===== config.mk =====
export PLATFORM = sky130hd
export DESIGN_NAME = fdcc_back
export DESIGN_NICKNAME = d
export VERILOG_FILES = /design/src/design/fdcc_pkg.sv /design/src/design/fdcc_back.sv
export VERILOG_INCLUDE_DIRS = /design/src /design/src/design
export SDC_FILE = /design/constraint.sdc
export NUM_CORES = 2
export LEC_CHECK = 0
export BUFFER_PORTS_ARGS = -buffer_cell sky130_fd_sc_hd__buf_2
export CAP_MARGIN = 30
export CORE_MARGIN = 4
export CORE_UTILIZATION = 40
export CTS_BUF_LIST = sky130_fd_sc_hd__clkbuf_4
export DETAILED_ROUTE_END_ITERATION = 10
export PLACE_DENSITY = 0.57
export SETUP_SLACK_MARGIN = 0.5
export SYNTH_ARGS = -nofsm -noshare
export SYNTH_HDL_FRONTEND = slang
export SYNTH_SLANG_ARGS = --single-unit

===== constraint.sdc =====
create_clock -name clk -period 24.7 [get_ports clk]
set_input_delay 2.47 -clock clk [delete_from_list [all_inputs] [get_ports clk]]
set_output_delay 2.47 -clock clk [all_outputs]
set_load 0.01 [all_outputs]

===== src/design/frame_diff_change_centroid_top_macros.svh =====
// Assertion macros for the change-centroid block.
// Used by the modules under design/ that carry concurrent checks.
`ifndef FRAME_DIFF_CHANGE_CENTROID_TOP_MACROS_SVH
`define FRAME_DIFF_CHANGE_CENTROID_TOP_MACROS_SVH
// Implication checked on every clock edge outside reset.
`define FDC_ASSERT_IMP(lbl, ante, cons) \
  lbl: assert property (@(posedge clk) disable iff (!rst_n) (ante) |-> (cons)) \
    else $error("assertion failed");
// Next-cycle implication checked outside reset.
`define FDC_ASSERT_NXT(lbl, ante, cons) \
  lbl: assert property (@(posedge clk) disable iff (!rst_n) (ante) |=> (cons)) \
    else $error("assertion failed");
`endif


===== src/design/fdcc_pkg.sv =====
// Shared types and constants for the change-centroid block.
// No dependencies.
package fdcc_pkg;
  localparam int MaxWidth  = 2048;
  localparam int MaxHeight = 2048;
  localparam int XW = $clog2(MaxWidth);
  localparam int YW = $clog2(MaxHeight);
  localparam int CntW = 23;
  localparam int SumW = 33;
  localparam int RatW = 24;
  localparam int TolW = 24;
  localparam int ThrW = 15;
  localparam int CenW = 15;
  localparam int CfgIdxW = 3;
  localparam int CfgDatW = 24;
  localparam int QDepth = 4;
  localparam int QAw = 2;

  localparam logic [CfgIdxW-1:0] REG_THRESH = 3'd0;
  localparam logic [CfgIdxW-1:0] REG_LUMIN  = 3'd1;
  localparam logic [CfgIdxW-1:0] REG_RED    = 3'd2;
  localparam logic [CfgIdxW-1:0] REG_GREEN  = 3'd3;
  localparam logic [CfgIdxW-1:0] REG_BLUE   = 3'd4;

  typedef struct packed {
    logic          changed;
    logic [XW-1:0] x;
    logic [YW-1:0] y;
    logic          last;
  } pix_t;

  typedef enum logic [1:0] {
    ST_ACC, ST_DIV, ST_OUT
  } bst_t;
endpackage


===== src/design/fdcc_back.sv =====
// Back part: accumulators, serial centroid division, result register.
// Depends on fdcc_pkg and the assertion macros header.
`include "frame_diff_change_centroid_top_macros.svh"
module fdcc_back (
  input  logic clk,
  input  logic rst_n,
  input  logic q_ne,
  input  fdcc_pkg::pix_t q_pix,
  output logic q_rd,
  input  logic [fdcc_pkg::ThrW-1:0] thr,
  output logic o_ne,
  input  logic o_pop,
  output logic o_valid,
  output logic [fdcc_pkg::CenW-1:0] o_cx, o_cy,
  output logic [fdcc_pkg::CntW-1:0] o_tot
);
  localparam int CW = fdcc_pkg::CntW;
  localparam int SW = fdcc_pkg::SumW;
  localparam int NW = SW + 4;
  localparam logic [CW-1:0] CntMax = '1;
  localparam logic [SW-1:0] SumMax = '1;

  fdcc_pkg::bst_t st_r, st_nxt;
  logic [CW-1:0] cc_r, pt_r;
  logic [SW-1:0] sx_r, sy_r;
  logic [NW-1:0] nx_r, ny_r;
  logic [CW:0] rx_r, ry_r;
  logic [19:0] qx_r, qy_r;
  logic [5:0] step_r;
  logic val_r, ne_r;
  logic [fdcc_pkg::CenW-1:0] cx_r, cy_r;
  logic [CW-1:0] tot_r;
  logic [SW:0] ax, ay;
  logic [CW:0] tx, ty;
  logic take, fin;
  logic [CW+15:0] lhs;
  logic [CW+15:0] rhs;

  always_comb begin
    st_nxt = st_r;
    case (st_r)
      fdcc_pkg::ST_ACC: if (take && q_pix.last) st_nxt = fdcc_pkg::ST_DIV;
      fdcc_pkg::ST_DIV: if (step_r == 6'(NW)) st_nxt = fdcc_pkg::ST_OUT;
      fdcc_pkg::ST_OUT: if (!ne_r) st_nxt = fdcc_pkg::ST_ACC;
      default: st_nxt = fdcc_pkg::ST_ACC;
    endcase
  end

  always_comb begin
    take = (st_r == fdcc_pkg::ST_ACC) && q_ne;
    fin = (st_r == fdcc_pkg::ST_OUT) && !ne_r;
    q_rd = take;
    lhs = {16'd0, cc_r} * 39'd25600;
    rhs = {24'd0, thr} * {16'd0, pt_r};
  end

  always_ff @(posedge clk) begin
    if (!rst_n) st_r <= fdcc_pkg::ST_ACC;
    else st_r <= st_nxt;
  end

  always_comb begin
    ax = {1'b0, sx_r} + {{(SW-fdcc_pkg::XW+1){1'b0}}, q_pix.x};
    ay = {1'b0, sy_r} + {{(SW-fdcc_pkg::YW+1){1'b0}}, q_pix.y};
    tx = {rx_r[CW-1:0], nx_r[NW-1]};
    ty = {ry_r[CW-1:0], ny_r[NW-1]};
  end

  always_ff @(posedge clk) begin
    if (!rst_n) begin
      cc_r <= '0;
      pt_r <= '0;
      sx_r <= '0;
      sy_r <= '0;
      step_r <= '0;
      ne_r <= 1'b0;
    end else begin
      if (take) begin
        if (pt_r != CntMax) pt_r <= pt_r + 1'b1;
        if (q_pix.changed) begin
          if (cc_r != CntMax) cc_r <= cc_r + 1'b1;
          sx_r <= ax[SW] ? SumMax : ax[SW-1:0];
          sy_r <= ay[SW] ? SumMax : ay[SW-1:0];
        end
      end
      if (st_r == fdcc_pkg::ST_ACC && take && q_pix.last) begin
        nx_r <= {(q_pix.changed ? (ax[SW] ? SumMax : ax[SW-1:0]) : sx_r), 4'd0};
        ny_r <= {(q_pix.changed ? (ay[SW] ? SumMax : ay[SW-1:0]) : sy_r), 4'd0};
        rx_r <= '0;
        ry_r <= '0;
        qx_r <= '0;
        qy_r <= '0;
        step_r <= '0;
      end
      if (st_r == fdcc_pkg::ST_DIV && step_r != 6'(NW)) begin
        step_r <= step_r + 1'b1;
        nx_r <= {nx_r[NW-2:0], 1'b0};
        ny_r <= {ny_r[NW-2:0], 1'b0};
        if (tx >= {1'b0, cc_r}) begin
          rx_r <= tx - {1'b0, cc_r};
          qx_r <= {qx_r[18:0], 1'b1} | {20{qx_r[19]}};
        end else begin
          rx_r <= tx;
          qx_r <= {qx_r[18:0], 1'b0} | {20{qx_r[19]}};
        end
        if (ty >= {1'b0, cc_r}) begin
          ry_r <= ty - {1'b0, cc_r};
          qy_r <= {qy_r[18:0], 1'b1} | {20{qy_r[19]}};
        end else begin
          ry_r <= ty;
          qy_r <= {qy_r[18:0], 1'b0} | {20{qy_r[19]}};
        end
      end
      if (st_r == fdcc_pkg::ST_DIV && step_r == 6'(NW)) begin
        ne_r <= 1'b1;
        val_r <= (cc_r != '0) && (lhs > rhs);
        cx_r <= ((cc_r == '0) || !(lhs > rhs)) ? '0 :
                (qx_r > 20'd32767) ? 15'd32767 : qx_r[14:0];
        cy_r <= ((cc_r == '0) || !(lhs > rhs)) ? '0 :
                (qy_r > 20'd32767) ? 15'd32767 : qy_r[14:0];
        tot_r <= cc_r;
      end
      if (ne_r && o_pop) ne_r <= 1'b0;
      if (fin) begin
        cc_r <= '0;
        pt_r <= '0;
        sx_r <= '0;
        sy_r <= '0;
      end
    end
  end

  assign o_ne = ne_r;
  assign o_valid = val_r;
  assign o_cx = cx_r;
  assign o_cy = cy_r;
  assign o_tot = tot_r;

  `FDC_ASSERT_IMP(a_no_take_busy, st_r != fdcc_pkg::ST_ACC, !q_rd)
  `FDC_ASSERT_IMP(a_res_only_out, o_ne, st_r == fdcc_pkg::ST_OUT)
  `FDC_ASSERT_NXT(a_clear_after, fin, cc_r == '0 && pt_r == '0)
endmodule


==> flow_summary.yaml <==
sta:
  skew_ns: 0.0794
  worst_slack_ns: 14.30
  fmax_mhz: 96.2
  finalSetupViolCount: 0
  hold_violations: 0
  final.min_clock_period_ns: 10.40
  whs_ns: 0.485
  maxSlewHeadroom_pct: 32.1
  final-max-slew-violation-count: 0
  final.setup.tns_ns: 0
  tightestPinTransition_ns: 1.02
  period_share_pct: 42.1
  rsz0062_at_grt: "no"
floorplan:
  start_util_pct: 40.3
  die_x_um: 290
  io_pins: 99
  core_um2: 78900
  die_h_um: 290
  rows: 103
  die_area_um2: 84100
finish:
  layout-drive-gt1-share_pct: 9.05
  final_cell_mix: "inv_1, nor2_1, fa_1, ha_1, nand2_1"
  fin_nets: 4178
  utilization_pct: 43.8
  layout_commonest_cell: "inv_1"
  syn_to_final_growth_pct: 8.60
yosys:
  synth-edff-count: 206
  yosysUniqueCellTypes: 86
  yosys_most_used_dff: "edfxtp_1"
  syn_area_um2: 31800
  ys_seq_elements: 327
  yosysSeqAreaShare_pct: 27.0
  synth_nets: 4110
  synth.area.top_cells: "edfxtp_1, fa_1, ha_1"
  yosysTopAreaCell: "edfxtp_1"
  syn_area_per_cell_um2: 9.12
  synth_top_cell_area_share_pct: 19.4
  synthArstFlopShare_pct: 0
  yosys_warnings: 0
  syn_inst: 3489
hold_path:
  hp-class: "reg2reg"
flow_run:
  max-cap-violations: 0
routing:
  ant_nets: 0
  post_drt_wl_per_cell_um: 16.5
  first_pass_iters: 5
  wirelength_mm: 77.2
  drc: 0
  wl_met3_mm: 3.19
  drt_iter0_drc: 1220
  top_layer: "met4"
  vias: 24124
  viasPerCell: 5.15
  met1_length_mm: 37.0
  met2WireLength_mm: 35.6
grt:
  overflow: 0
  grt_max_degree: 75
  first_global_vias: 24345
  grt_pass1_wl_mm: 128
  grt_usage_pct: 18.4
  antenna_found_initial: 2
clocking:
  holdBufCountCts: 0
  clkLatencyLatePin_ns: 0.83
  htreeDepth: 3
  cts_tree: "yes"
  ctsResizeCount: 0
  post-cts-setup-buffers: 0
  cts.clk_slew.worst_paths_ns: 0.06
  cts_made_buffers: 91
  cts.path.max_buffers: 3
  clockRootBuffer: "clkbuf_4"
  cts_num_sinks: 327
pwr:
  pwr_density_cell_nw_per_um2: 38.5
  p_total_w: 0.00133
  leakage_nw: 15.6
  peakVddDrop_mv: 0.0282
setup_path:
  path_class: "in2reg"
  start_kind: "primary input"
  cp_data_arrival_time_ns: 10.96
  crit_fanout: 31
  worst_setup_path_end_kind: "flip-flop"
  crit_slowest_cell: "a2111oi_0"
  cp.required_ns: 25.27
  critical_path.max_stage_delay_ns: 0.76
place:
  hpwl_mm: 57.4
  place_ws_ns: 13.44
  gp_congestion: 0.823
  portBuffers: 98
outcome:
  status: "finished, final reports clean"
[routing by layer]
| layer | global-route usage (%) | vias to the layer above |
|---|---|---|
| li1 | - | 11900 |
| met1 | 25.7 | 11719 |
| met2 | 30.1 | 421 |
| met3 | 2.95 | 84 |
| met4 | 4.68 | 0 |
| met5 | 0 | - |
[through the flow]
stage | instance area, µm² | cells
after floorplan | 31800 | 3489
after global placement | 33300 | 4511
after detailed placement | 33300 | 4513
after CTS | 34500 | 4684
after global routing | 34600 | 4686
final | 34600 | 4686
[power breakdown]
group / internal (W) / leakage (nW) / switching, W
sequential: 0.000603 / 2.92 / 0.0000115
clock: 0.000277 / 0.750 / 0.000243
combinational: 0.0000721 / 11.9 / 0.000123
total: 0.000952 / 15.6 / 0.000377
[worst max-delay path, delay by kind of cell]
family / cells / cell delay, ns
fa+ha+maj: 8 / 3.74
compound gates: 15 / 3.45
buf+inv: 8 / 0.84
simple gates: 1 / 0.23
xor+xnor: 1 / 0.20
[Yosys cell counts, types with 50 or more instances]
master    number
dfxtp_1      121
clkbuf_1     122
a21o_1        82
inv_1        462
nor2_1       323
o21a_1        57
edfxtp_1     206
a21oi_1      201
xor2_1        62
xnor2_1      102
fa_1         293
o21ai_0      134
nor3_1        50
ha_1         285
and2_1       214
nand3_1       68
nand2_1      285
[worst paths after layout]
path	start	end	slack, ns	depth (start not counted)
min	step_r[4]$_SDFFE_PN0N_	step_r[4]$_SDFFE_PN0N_	0.49	2
max reg2reg	pt_r[7]$_SDFFE_PP0P_	o_cy[3]$_SDFFCE_PP0P_	15.45	29
max	thr[5]	o_cy[3]$_SDFFCE_PP0P_	14.30	33
min reg2reg	step_r[4]$_SDFFE_PN0N_	step_r[4]$_SDFFE_PN0N_	0.49	2
[cell families (layout without fill, tap and decap cells)]
kind of cell             Yosys count  in the layout  synth area share (%)
flip-flops                       327            327                  27.0
AO/OA/AOI/OAI                    649            649                  13.1
multiplexers                      40             40                  1.27
AND/OR/NAND/NOR                 1121           1121                  17.1
buffers and inverters            610            756                  7.32
XOR/XNOR                         164            164                  4.51
other                              0              1                     0
adder cells (fa/ha/maj)          578            578                  29.6
[flip-flops by register name, summed over array words and instances, names as in the netlist]
register,flops
o_valid,1
cc_r,23
st_r,2
rx_r,23
step_r,6
ry_r,23
qy_r,20
nx_r,33
qx_r,20
sy_r,33
ny_r,33
o_cx,15
sx_r,33
o_cy,15
pt_r,23
o_ne,1
o_tot,23
[cell type report]
class	count	area, µm²
Fill cell	7905	44300
Multi-Input combinational cell	2552	20900
Sequential cell	327	8610
Inverter	463	1740
Tap cell	1050	1310
Clock buffer	142	1070
Timing Repair Buffer	122	699
Clock inverter	29	190
Antenna cell	1	2.50
Note: power is estimated with default switching activity, not from simulation.
