**src/design/frame_diff_change_centroid_top_macros.svh**
```systemverilog
// Assertion macros for the change-centroid block.
// Used by the modules under design/ that carry concurrent checks.
`ifndef FRAME_DIFF_CHANGE_CENTROID_TOP_MACROS_SVH
`define FRAME_DIFF_CHANGE_CENTROID_TOP_MACROS_SVH
// Implication checked on every clock edge outside reset.
`define FDC_ASSERT_IMP(lbl, ante, cons) \
  lbl: assert property (@(posedge clk) disable iff (!rst_n) (ante) |-> (cons)) \
    else $error("assertion failed");
// Next-cycle implication checked outside reset.
`define FDC_ASSERT_NXT(lbl, ante, cons) \
  lbl: assert property (@(posedge clk) disable iff (!rst_n) (ante) |=> (cons)) \
    else $error("assertion failed");
`endif

```
**src/design/fdcc_pkg.sv**
```systemverilog
// Shared types and constants for the change-centroid block.
// No dependencies.
package fdcc_pkg;
  localparam int MaxWidth  = 2048;
  localparam int MaxHeight = 2048;
  localparam int XW = $clog2(MaxWidth);
  localparam int YW = $clog2(MaxHeight);
  localparam int CntW = 23;
  localparam int SumW = 33;
  localparam int RatW = 24;
  localparam int TolW = 24;
  localparam int ThrW = 15;
  localparam int CenW = 15;
  localparam int CfgIdxW = 3;
  localparam int CfgDatW = 24;
  localparam int QDepth = 4;
  localparam int QAw = 2;

  localparam logic [CfgIdxW-1:0] REG_THRESH = 3'd0;
  localparam logic [CfgIdxW-1:0] REG_LUMIN  = 3'd1;
  localparam logic [CfgIdxW-1:0] REG_RED    = 3'd2;
  localparam logic [CfgIdxW-1:0] REG_GREEN  = 3'd3;
  localparam logic [CfgIdxW-1:0] REG_BLUE   = 3'd4;

  typedef struct packed {
    logic          changed;
    logic [XW-1:0] x;
    logic [YW-1:0] y;
    logic          last;
  } pix_t;

  typedef enum logic [1:0] {
    ST_ACC, ST_DIV, ST_OUT
  } bst_t;
endpackage

```
**src/design/fdcc_queue.sv**
```systemverilog
// Short queue between front and back parts.
// Depends on fdcc_pkg.
module fdcc_queue (
  input  logic clk,
  input  logic rst_n,
  input  logic wr,
  input  fdcc_pkg::pix_t wdata,
  input  logic rd,
  output logic nonempty,
  output fdcc_pkg::pix_t rdata,
  output logic [fdcc_pkg::QAw:0] level
);
  fdcc_pkg::pix_t mem [fdcc_pkg::QDepth];
  logic [fdcc_pkg::QAw-1:0] wp_r, rp_r;
  logic [fdcc_pkg::QAw:0] cnt_r;

  always_ff @(posedge clk) begin
    if (!rst_n) begin
      wp_r <= '0;
      rp_r <= '0;
      cnt_r <= '0;
    end else begin
      if (wr) wp_r <= wp_r + 1'b1;
      if (rd) rp_r <= rp_r + 1'b1;
      cnt_r <= cnt_r + (fdcc_pkg::QAw+1)'(wr) - (fdcc_pkg::QAw+1)'(rd);
    end
  end

  always_ff @(posedge clk) begin
    if (wr) mem[wp_r] <= wdata;
  end

  assign rdata = mem[rp_r];
  assign nonempty = cnt_r != '0;
  assign level = cnt_r;
endmodule

```
**config.mk**
```make
export PLATFORM = sky130hd
export DESIGN_NAME = fdcc_queue
export DESIGN_NICKNAME = d
export VERILOG_FILES = /design/src/design/frame_diff_change_centroid_top_macros.svh /design/src/design/fdcc_pkg.sv /design/src/design/fdcc_queue.sv
export SDC_FILE = /design/constraint.sdc
export NUM_CORES = 1
export LEC_CHECK = 0
export BUFFER_PORTS_ARGS = -buffer_cell sky130_fd_sc_hd__buf_2
export CAP_MARGIN = 5
export CORE_MARGIN = 8
export CORE_UTILIZATION = 51
export CTS_BUF_LIST = sky130_fd_sc_hd__clkbuf_16
export CTS_CLUSTER_SIZE = 12
export DETAILED_ROUTE_END_ITERATION = 12
export PLACE_DENSITY_LB_ADDON = 0.05
export SLEW_MARGIN = 20
export SYNTH_ARGS = -nofsm -noshare
export SYNTH_HDL_FRONTEND = slang
export SYNTH_SLANG_ARGS = --single-unit
```
**constraint.sdc**
```tcl
create_clock -name clk -period 1.85 [get_ports clk]
set_clock_uncertainty 0.1 [all_clocks]
set_input_delay 0.185 -clock clk [delete_from_list [all_inputs] [get_ports clk]]
set_output_delay 0.185 -clock clk [all_outputs]
set_load 0.02 [all_outputs]
```
==> results of run 1 <==
-- layout by cell type (no fill, tap or decap), drive strengths merged --
cell type / n
edfxtp: 96
buf: 67
dlygate4sd3: 25
mux4: 24
clkbuf: 11
inv: 11
dfxtp: 9
and2: 6
ha: 6
nor2: 5
xnor2: 2
bufinv: 2
or3: 1
a21bo: 1
nand3b: 1
a21oi: 1
mux2i: 1
xor3: 1
fa: 1
clkinvlp: 1
-- critical path, delay by kind of cell, from the launching register on --
family	cells	cell delay, ns
muxes	1	0.52
buffers and inverters	2	0.33
DFF	1	0.42
-- state kept, by name, indices dropped and copies added (netlist names), named ones only --
| signal | count |
|---|---|
| level | 3 |
| mem | 96 |
| rp_r | 2 |
| wp_r | 2 |
-- power by group through the flow --
stage,clock [mW],combinational (mW),sequential [mW]
2_1_floorplan,0,0.440,2.83
3_3_place_gp,0,0.674,2.81
3_5_place_dp,0,0.694,2.83
4_1_cts,2.11,0.737,2.77
5_1_grt,2.20,0.924,2.79
6_report,2.06,0.853,2.78
-- metal layers --
metal  track usage, %  up-vias  part of all wire, %
met5                0        -                    0
met4             4.96        0                  1.1
met3             4.03        8                  3.9
met2             24.6       40                   54
met1             14.7      975                   41
li1                 -      880                    -
-- path summary, 6_finish.rpt --
check | start | to | slack [ns] | cells after the start
worst max-delay path | flip-flop | rdata[3] | -0.04 | 3
worst min-delay path | rd | rp_r[0] | 0.1 | 3
worst max register to register | level[0] | level[1] | 0.23 | 6
worst min register to register | rp_r[1] | rp_r[1] | 0.46 | 2
-- stage by stage --
stage,utilization (%),TNS (ns),instance area (µm²),setup slack (ns)
floorplan,-,0,3940,0.00498
global placement,57.8,0,4400,0.0767
detailed placement,57.8,0,4400,0.0341
CTS,65.5,-0.292,4980,-0.0665
global route,68.0,-1.43,5170,-0.0802
finish,68.0,-0.322,5170,-0.0367
-- cells by family (layout without fill, tap and decap cells) --
| group | count (synthesis) | after routing | share of synthesized area, % |
|---|---|---|---|
| fa+ha+maj | 7 | 7 | 2.41 |
| mux | 25 | 25 | 14.3 |
| compound gates | 2 | 2 | 0.381 |
| xor+xnor | 3 | 3 | 1.05 |
| simple gates | 13 | 13 | 1.78 |
| flops | 105 | 105 | 77.7 |
| buf+inv | 13 | 117 | 2.32 |
-- layout make-up --
class	count	area (µm²)	area share, %
well taps	102	128	2.47
inverters	7	26.3	0.508
multi-input cells	50	774	15.0
flip-flops and latches	105	3070	59.3
clock buffers	9	225	4.35
clock inverters	7	110	2.13
repair buffers	94	841	16.3
-- what timing repair did --
| action | CTS | global route |
|---|---|---|
| pin swaps | 0 | 1 |
| endpoints found under the hold margin | 98 | 0 |
| hold buffers | 25 | 0 |
| endpoints found under the setup margin | 23 | 25 |
| setup buffers | 0 | 0 |
| cloned | 0 | 2 |
| resized for setup | 2 | 54 |
==> results.txt, run 1 <==
Switch share - 22.7%
Mean Syn Cell Area - 23.5 µm²
Setup-failing EPs final - 16
Share of the synthesized area in the top cell type - 73.1%
Pwr/cell area - 1100 mW/mm²
Pins Over Slew Limit - 0
CP required - 1.56 ns
Post-route ant nets - 0
Initial core utilization - 51.8%
Die Span X - 104 µm
Drt total wl - 7040 µm
Layout cells sized above 1 - 41.5%
Core area - 0.00761 mm²
Min Tclk post-route - 1.89 ns
Startpoint Class - flip-flop
Outcome - complete, but fails checks
1st-iter DRT viols - 54
DIE AREA - 0.0108 mm²
Leak Pwr - 1.85 nW
Initial antenna violation count - 0
CP max-delay cell - mux4_2
Grt ovf - 0
Final non-filler cell total - 374
P_sw - 1.29 mW
Clock insertion delay at the later pin of the skew report - 0.33 ns
Top post-synthesis cells by area - edfxtp_1 (73%), mux4_2 (11%), dfxtp_1 (4.6%)
Primary FF master, synth - edfxtp_1
H-tree levels - 3
CP Cell Sequence - clkbuf_16 > mux4_2 > buf_6
Yosys warning total - 0
CTS Buf Count - 9
Number of core rows - 32
Drt wl/cell - 18.8 µm
Number of port buffers - 55
Internal Power - 4.39 mW
Sequential Power Share - 48.8%
Max cap viols - 0
Peak VDD IR - 630 µV
Synth Instances - 168
Largest net degree at the start of global routing - 20
Total Power - 5.69 mW
Vias in the first global route - 2236
Gate power share - 15.0%
Hold slack - 0.0977 ns
Synth Cell Area - 0.00394 mm²
Top Ports - 56
Layout net count - 302
Distinct cells, synth - 20
Vias - 1903
Failing checks - negative setup slack
Pre-antenna DRT Iters - 4
Leading area contributor after synthesis - edfxtp_1
CTS clock-pin slew for the worst setup and hold paths - 0.07 ns
Die height - 104 µm
Filler cells - 510
Slew Limit Headroom - 84.6%
Fraction of registers with async set/reset - 0%
Fmax - 530 MHz
Net Count, Synth - 203
HPWL after DPL - 4750 µm
CTS max path bufs - 2
Most frequent cells after synthesis - edfxtp_1 (96), mux4_2 (20), dfxtp_1 (9), inv_1 (7)
Ant. Diodes - 0
RSZ-0062 raised after global routing - yes
PnR worst setup slack - -0.0367 ns
Post-synth EDFFs - 96
Crit path largest cell delay - 0.52 ns
First-pass GRT wire length - 11500 µm
Final hold violations - 0
DR vias/cell - 5.09
Fraction of the cycle the final worst path needs - 102%
Crit-path max FO - 6
Worst slew pin tran - 0.230 ns
Layout area overhead - 31.2%
Most frequent cell after synthesis - edfxtp_1
Post-synthesis sequential area ratio - 77.7%
Drt drc - 0
Type of the most critical hold path - in2reg
Crit end category - output port
Total GRT Usage - 13.6%
FF+latch count, synth - 105
Clk sinks - 105
Placed cells - 331
Final Wtd Congestion - 0.668
Critical Path AT - 1.60 ns
Clock power frac - 36.2%
Root buffer cell - clkbuf_16
WS Path Type - reg2out
CTS tree - yes
(Power assumes the default switching activity.)
==> inputs of run 2 (changes only) <==
==> constraint.sdc (replaced) <==
create_clock -name clk -period 1.5 [get_ports clk]
set_clock_uncertainty 0.1 [all_clocks]
set_input_delay 0.15 -clock clk [delete_from_list [all_inputs] [get_ports clk]]
set_output_delay 0.15 -clock clk [all_outputs]
set_load 0.02 [all_outputs]
==> run 2 against run 1 <==
  * Global-route usage is 0.55 points lower
  * Highest routed layer unchanged
  * Via count is 0.74% lower
  * Die area stayed put
  * Non-clock buffer count is 6 lower
  * Register-to-register slack worse by 0.35 ns
  * First-iteration DRC count is 48% higher
  * Clock power is 5% higher
  * Critical path depth stayed put
  * The flow still finishes with violations (negative setup slack)
  * Utilization is 2.0 points lower
  * Sequential cell count stayed put
  * Count of clock-buffer cells in the layout stayed put
==> results.txt, run 2 (synthesis gave the netlist of run 1 again) <==
Setup-failing EPs final - 27 (+11)
Clk sinks - 105 (unchanged)
Top Ports - 56 (unchanged)
Crit path largest cell delay - 0.54 ns (+0.02 ns)
Number of core rows - 32 (unchanged)
Vias in the first global route - 2133 (-4.6%)
Worst slew pin tran - 0.384 ns (+0.154 ns)
Post-route ant nets - 0 (unchanged)
CTS tree - yes
Layout net count - 296 (-2.0%)
Placed cells - 326 (-1.5%)
Final Wtd Congestion - 0.716 (+7.2%)
Ant. Diodes - 0 (unchanged)
Grt ovf - 0 (unchanged)
RSZ-0062 raised after global routing - yes
Pre-antenna DRT Iters - 4 (unchanged)
Critical path's top delay family - multiplexers
Fmax - 544 MHz
Clock power frac - 32.8% (-3.4 points)
H-tree levels - 3 (unchanged)
Drt total wl - 6660 µm (-5.5%)
Slew Limit Headroom - 74.4% (-10 points)
Worst Reg-to-Reg Cells - 6 (unchanged)
Commonest non-fill, non-tap cell in the layout - edfxtp_1
Startpoint Class - flip-flop
CTS Buf Count - 9 (unchanged)
Root buffer cell - clkbuf_16
Number of port buffers - 55 (unchanged)
Die Span X - 104 µm (unchanged)
PnR worst setup slack - -0.339 ns (-0.302 ns)
Final hold violations - 0 (unchanged)
Max reg flops - 96 (unchanged)
Fin util - 66.0% (-2.0 points)
Stages on worst setup path - 3 (unchanged)
FF+latch area - 0.00307 mm² (about the same)
Footprint of the multi-input gates - 823 µm² (+6.3%)
Die height - 104 µm (unchanged)
Hold path depth - 3 (unchanged)
CP Cell Sequence - buf_4 > mux4_1 > buf_2
Crit end category - output port
Max cap viols - 0 (unchanged)
First-pass GRT wire length - 10800 µm (-5.8%)
Commonest cells after routing, fill and taps aside - edfxtp_1 (96), buf_2 (46), dlygate4sd3_1 (25)
Clock insertion delay at the later pin of the skew report - 0.33 ns (about the same)
Initial antenna violation count - 0 (unchanged)
CTS max path bufs - 2 (unchanged)
HPWL after DPL - 4200 µm (-12%)
Layout cells sized above 1 - 42.9% (+1.3 points)
Layout area overhead - 27.5%
Gate power share - 15.2% (+0.2 points)
P_sw - 1.58 mW (+22%)
CP max-delay cell - mux4_1
WP buf/inv - 2 (unchanged)
Largest net degree at the start of global routing - 25 (+25%)
WS Path Type - reg2out
Register with the most flip-flops - mem
DR vias/cell - 5.13 (+0.88%)
Pwr/cell area - 1310 mW/mm² (+19%)
Total GRT Usage - 13.1% (-0.55 points)
CTS clock-pin slew for the worst setup and hold paths - 0.07 ns (about the same)
Critical Path AT - 1.59 ns (about the same)
Crit-path max FO - 4 (-2)
Pins Over Slew Limit - 0 (unchanged)
Type of the most critical hold path - in2reg
1st-iter DRT viols - 80 (+48%)
Internal Power - 5.02 mW (+14%)
DIE AREA - 0.0108 mm² (unchanged)
Failing checks - negative setup slack
Min Tclk post-route - 1.84 ns
Hold slack - 0.113 ns (+0.0153 ns)
Fraction of the cycle the final worst path needs - 123%
Drt wl/cell - 18.1 µm (-3.9%)
Initial core utilization - 51.8% (unchanged)
Outcome - complete, but fails checks
Switch share - 23.9% (+1.2 points)
Core area - 0.00761 mm² (unchanged)
Peak VDD IR - 660 µV (+4.7%)
Filler cells - 541 (+6.1%)
Drt drc - 0 (unchanged)
Final non-filler cell total - 368 (-1.6%)
CP required - 1.25 ns (-0.31 ns)
Leak Pwr - 1.78 nW (-4.0%)
Sequential Power Share - 52.0% (+3.2 points)
Vias - 1889 (-0.74%)
[run 2: cell types whose count changed in the layout (fill, tap and decap cells not counted), moves of 4 or more]
cell	before	now
and2_1	6	1
buf_4	10	3
and2_4	0	4
buf_2	31	46
buf_6	24	10
[run 2: worst paths after layout]
path | end | startpoint | slack, ns
worst max-delay path | rdata[23] | flip-flop | -0.34
worst min-delay path | wp_r[1] | wr | 0.11
worst max register to register | level[1] | level[0] | -0.12
worst min register to register | rp_r[1] | rp_r[0] | 0.45
[run 2: cell type report]
class	instances	area share, %
clock inverter	7	1.10
tap	102	2.54
clock buffer	9	4.48
sequential	105	61.1
inverter	7	0.523
timing repair buffer	88	13.8
multi-input combinational	50	16.4
[run 2: stage by stage]
step | power [mW] | instance area [µm²] | TNS, ns | worst slack, ns
5_1_grt | 6.86 | 5020 | -8.95 | -0.401
4_1_cts | 6.62 | 5010 | -7.96 | -0.362
3_5_place_dp | 4.36 | 4420 | -9.19 | -0.139
3_3_place_gp | 4.32 | 4420 | -4.72 | -0.0796
2_1_floorplan | 4.05 | 3980 | -0.222 | -0.117
6_report | 6.59 | 5020 | -7.41 | -0.339
[run 2: timing repair]
action | 4_1_cts | 5_1_grt
gates cloned | 0 | 0
pin swaps | 2 | 0
setup endpoints to repair | 98 | 27
hold endpoints to repair | 98 | 0
hold buffers | 25 | 0
resized for setup | 22 | 5
buffers inserted | 1 | 0
[run 2: per-layer routing]
metal	routed length (µm)	share of wire (%)	GRT usage, %	up-vias
li1	-	-	-	872
met1	2680	40	14.1	963
met2	3540	53	22.6	42
met3	320	4.8	4.71	12
met4	112	1.7	5.69	0
met5	0	0	0	-
[run 2: power by group through the flow]
| stage | Sequential [mW] | Clock, mW | Combinational, mW |
|---|---|---|---|
| floorplan | 3.49 | 0 | 0.560 |
| global placement | 3.47 | 0 | 0.849 |
| detailed placement | 3.49 | 0 | 0.869 |
| CTS | 3.42 | 2.22 | 0.982 |
| global route | 3.44 | 2.33 | 1.08 |
| finish | 3.43 | 2.16 | 1.00 |
[run 2: worst register-to-register path, delay by kind of cell (launching register included)]
family | cells | cell delay (ns)
simple gates | 1 | 0.13
buf+inv | 2 | 0.08
flops | 1 | 0.36
fa+ha+maj | 3 | 0.91
==> inputs of run 3 (changes only) <==
--- a/config.mk
+++ b/config.mk
@@ -6,13 +6,13 @@
 export NUM_CORES = 1
 export LEC_CHECK = 0
 export BUFFER_PORTS_ARGS = -buffer_cell sky130_fd_sc_hd__buf_2
-export CAP_MARGIN = 5
 export CORE_MARGIN = 8
 export CORE_UTILIZATION = 51
 export CTS_BUF_LIST = sky130_fd_sc_hd__clkbuf_16
 export CTS_CLUSTER_SIZE = 12
 export DETAILED_ROUTE_END_ITERATION = 12
 export PLACE_DENSITY_LB_ADDON = 0.05
+export SETUP_SLACK_MARGIN = 0.1
 export SLEW_MARGIN = 20
 export SYNTH_ARGS = -nofsm -noshare
 export SYNTH_HDL_FRONTEND = slang
==> run 3 against run 2 <==
  * The run still ends with negative setup slack left
  * Utilization increased by 1.4 points
  * Sequential power about the same
  * Sequential cell count unchanged
  * Cell area increased by 2.1%
  * Hold slack improved by 0.041 ns
  * Count of clock-buffer cells in the layout unchanged
  * Largest power group unchanged
==> results.txt, run 3 (synthesis gave the netlist of run 1 again) <==
Vias in the first global route - 2162 (+1.4%)
Total Power - 6.64 mW (+0.78%)
Ant. Diodes - 0 (unchanged)
Outcome - complete, but fails checks
Filler cells - 531 (-1.8%)
Met3 wire len - 356 µm (+11%)
Total GRT Usage - 13.7% (+0.61 points)
Root buffer cell - clkbuf_16
Grt ovf - 0 (unchanged)
Footprint of the multi-input gates - 901 µm² (+9.4%)
Drt wl/cell - 19.5 µm (+7.9%)
Failing checks - negative setup slack
First-pass GRT wire length - 11200 µm (+4.0%)
Number of core rows - 32 (unchanged)
Vias - 1956 (+3.5%)
CTS tree - yes
Critical Path AT - 1.59 ns (about the same)
Layout area overhead - 30.2%
Max cap viols - 0 (unchanged)
Layout cells sized above 1 - 46.2% (+3.3 points)
Commonest non-fill, non-tap cell in the layout - edfxtp_1
Slew Limit Headroom - 76.7% (+2.3 points)
Peak VDD IR - 664 µV (+0.59%)
Largest net degree at the start of global routing - 25 (unchanged)
Drt drc - 0 (unchanged)
Min Tclk post-route - 1.84 ns (+0.00233 ns)
Setup WS pre-CTS - -0.139 ns (unchanged)
Drt total wl - 7360 µm (+10%)
Die height - 104 µm (unchanged)
CTS clock-pin slew for the worst setup and hold paths - 0.07 ns (about the same)
Fin util - 67.4% (+1.4 points)
Die Span X - 104 µm (unchanged)
Fraction of the cycle the final worst path needs - 123% (+0.16 points)
Startpoint Class - flip-flop
Final hold violations - 0 (unchanged)
WL met1 - 3020 µm (+13%)
Hold slack - 0.154 ns (+0.0408 ns)
CTS max path bufs - 2 (unchanged)
Fmax - 543 MHz (-0.13%)
Final non-filler cell total - 377 (+2.4%)
Leak Pwr - 1.82 nW (+2.4%)
Crit-path max FO - 12 (+8)
H-tree levels - 3 (unchanged)
PnR worst setup slack - -0.342 ns (-0.00233 ns)
Placed cells - 326 (unchanged)
Post-route ant nets - 0 (unchanged)
Number of port buffers - 55 (unchanged)
Max reg flops - 96 (unchanged)
DR vias/cell - 5.19 (+1.1%)
DIE AREA - 0.0108 mm² (unchanged)
1st-iter DRT viols - 119 (+49%)
Pwr/cell area - 1300 mW/mm² (-1.3%)
WS Path Type - reg2out
CP required - 1.25 ns (about the same)
WL met2 - 3850 µm (+8.7%)
RSZ-0062 raised after global routing - yes
Placement-stage cell area - 0.00442 mm² (unchanged)
Initial antenna violation count - 0 (unchanged)
Type of the most critical hold path - in2reg
FF+latch area - 0.00307 mm² (about the same)
Max layer used - met4
HPWL after DPL - 4200 µm (unchanged)
Final instance area - 0.00513 mm² (+2.1%)
Worst slew pin tran - 0.349 ns (-0.0349 ns)
Clock insertion delay at the later pin of the skew report - 0.34 ns (about the same)
Layout net count - 305 (+3.0%)
Core area - 0.00761 mm² (unchanged)
Top Ports - 56 (unchanged)
Crit end category - output port
Final Wtd Congestion - 0.716 (unchanged)
Pre-antenna DRT Iters - 4 (unchanged)
Pins Over Slew Limit - 0 (unchanged)
Commonest cells after routing, fill and taps aside - edfxtp_1 (96), buf_2 (46), dlygate4sd3_1 (25)
CTS Buf Count - 9 (unchanged)
Register with the most flip-flops - mem
Clk sinks - 105 (unchanged)
Fin Setup TNS - -7.43 ns (-0.0176 ns)
Initial core utilization - 51.8% (unchanged)
Setup-failing EPs final - 27 (unchanged)
run 3: changes by cell type in the layout (fill, tap and decap cells not counted), sizes merged:
| cell | previous run | this run |
|---|---|---|
| clkbuf | 9 | 10 |
| and2 | 6 | 14 |
run 3: routing by layer:
metal  vias to the layer above  GRT usage, %
met5                         -             0
met4                         0          5.79
met3                        13          4.71
met2                        49          23.0
met1                       996          15.5
li1                        898             -
run 3: report_power, final:
| part | switching, mW | total [mW] | internal (mW) |
|---|---|---|---|
| clock network | 1.02 | 2.17 | 1.15 |
| logic | 0.517 | 1.05 | 0.536 |
| registers | 0.0634 | 3.42 | 3.36 |
| total | 1.60 | 6.64 | 5.04 |
run 3: cell type report:
class                      instances  area share (%)
sequential                       105            59.9
multi-input combinational         58            17.6
timing repair buffer              89            14.0
clock buffer                       9            4.39
tap                              102            2.49
clock inverter                     7            1.07
inverter                           7           0.561
run 3: critical path, cell delays in order, from the launching register on:
cell,delay (ns)
dfxtp_4,0.38
buf_12,0.16
mux4_2,0.52
buf_2,0.18
run 3: worst paths after layout:
kind,from,end,slack [ns],depth (start not counted)
setup / recovery,flip-flop,rdata[14],-0.34,3
hold reg to reg,rp_r[0],rp_r[1],0.45,2
setup reg to reg,level[0],level[1],-0.11,6
hold / removal,rd,rp_r[0],0.15,4
run 3: repair_timing:
item / CTS / global route
resized for setup: 29 / 11
hold buffers: 25 / 0
gates cloned: 3 / 6
hold endpoints to repair: 98 / 0
buffers inserted: 1 / 0
setup endpoints to repair: 99 / 109
pin swaps: 2 / 0
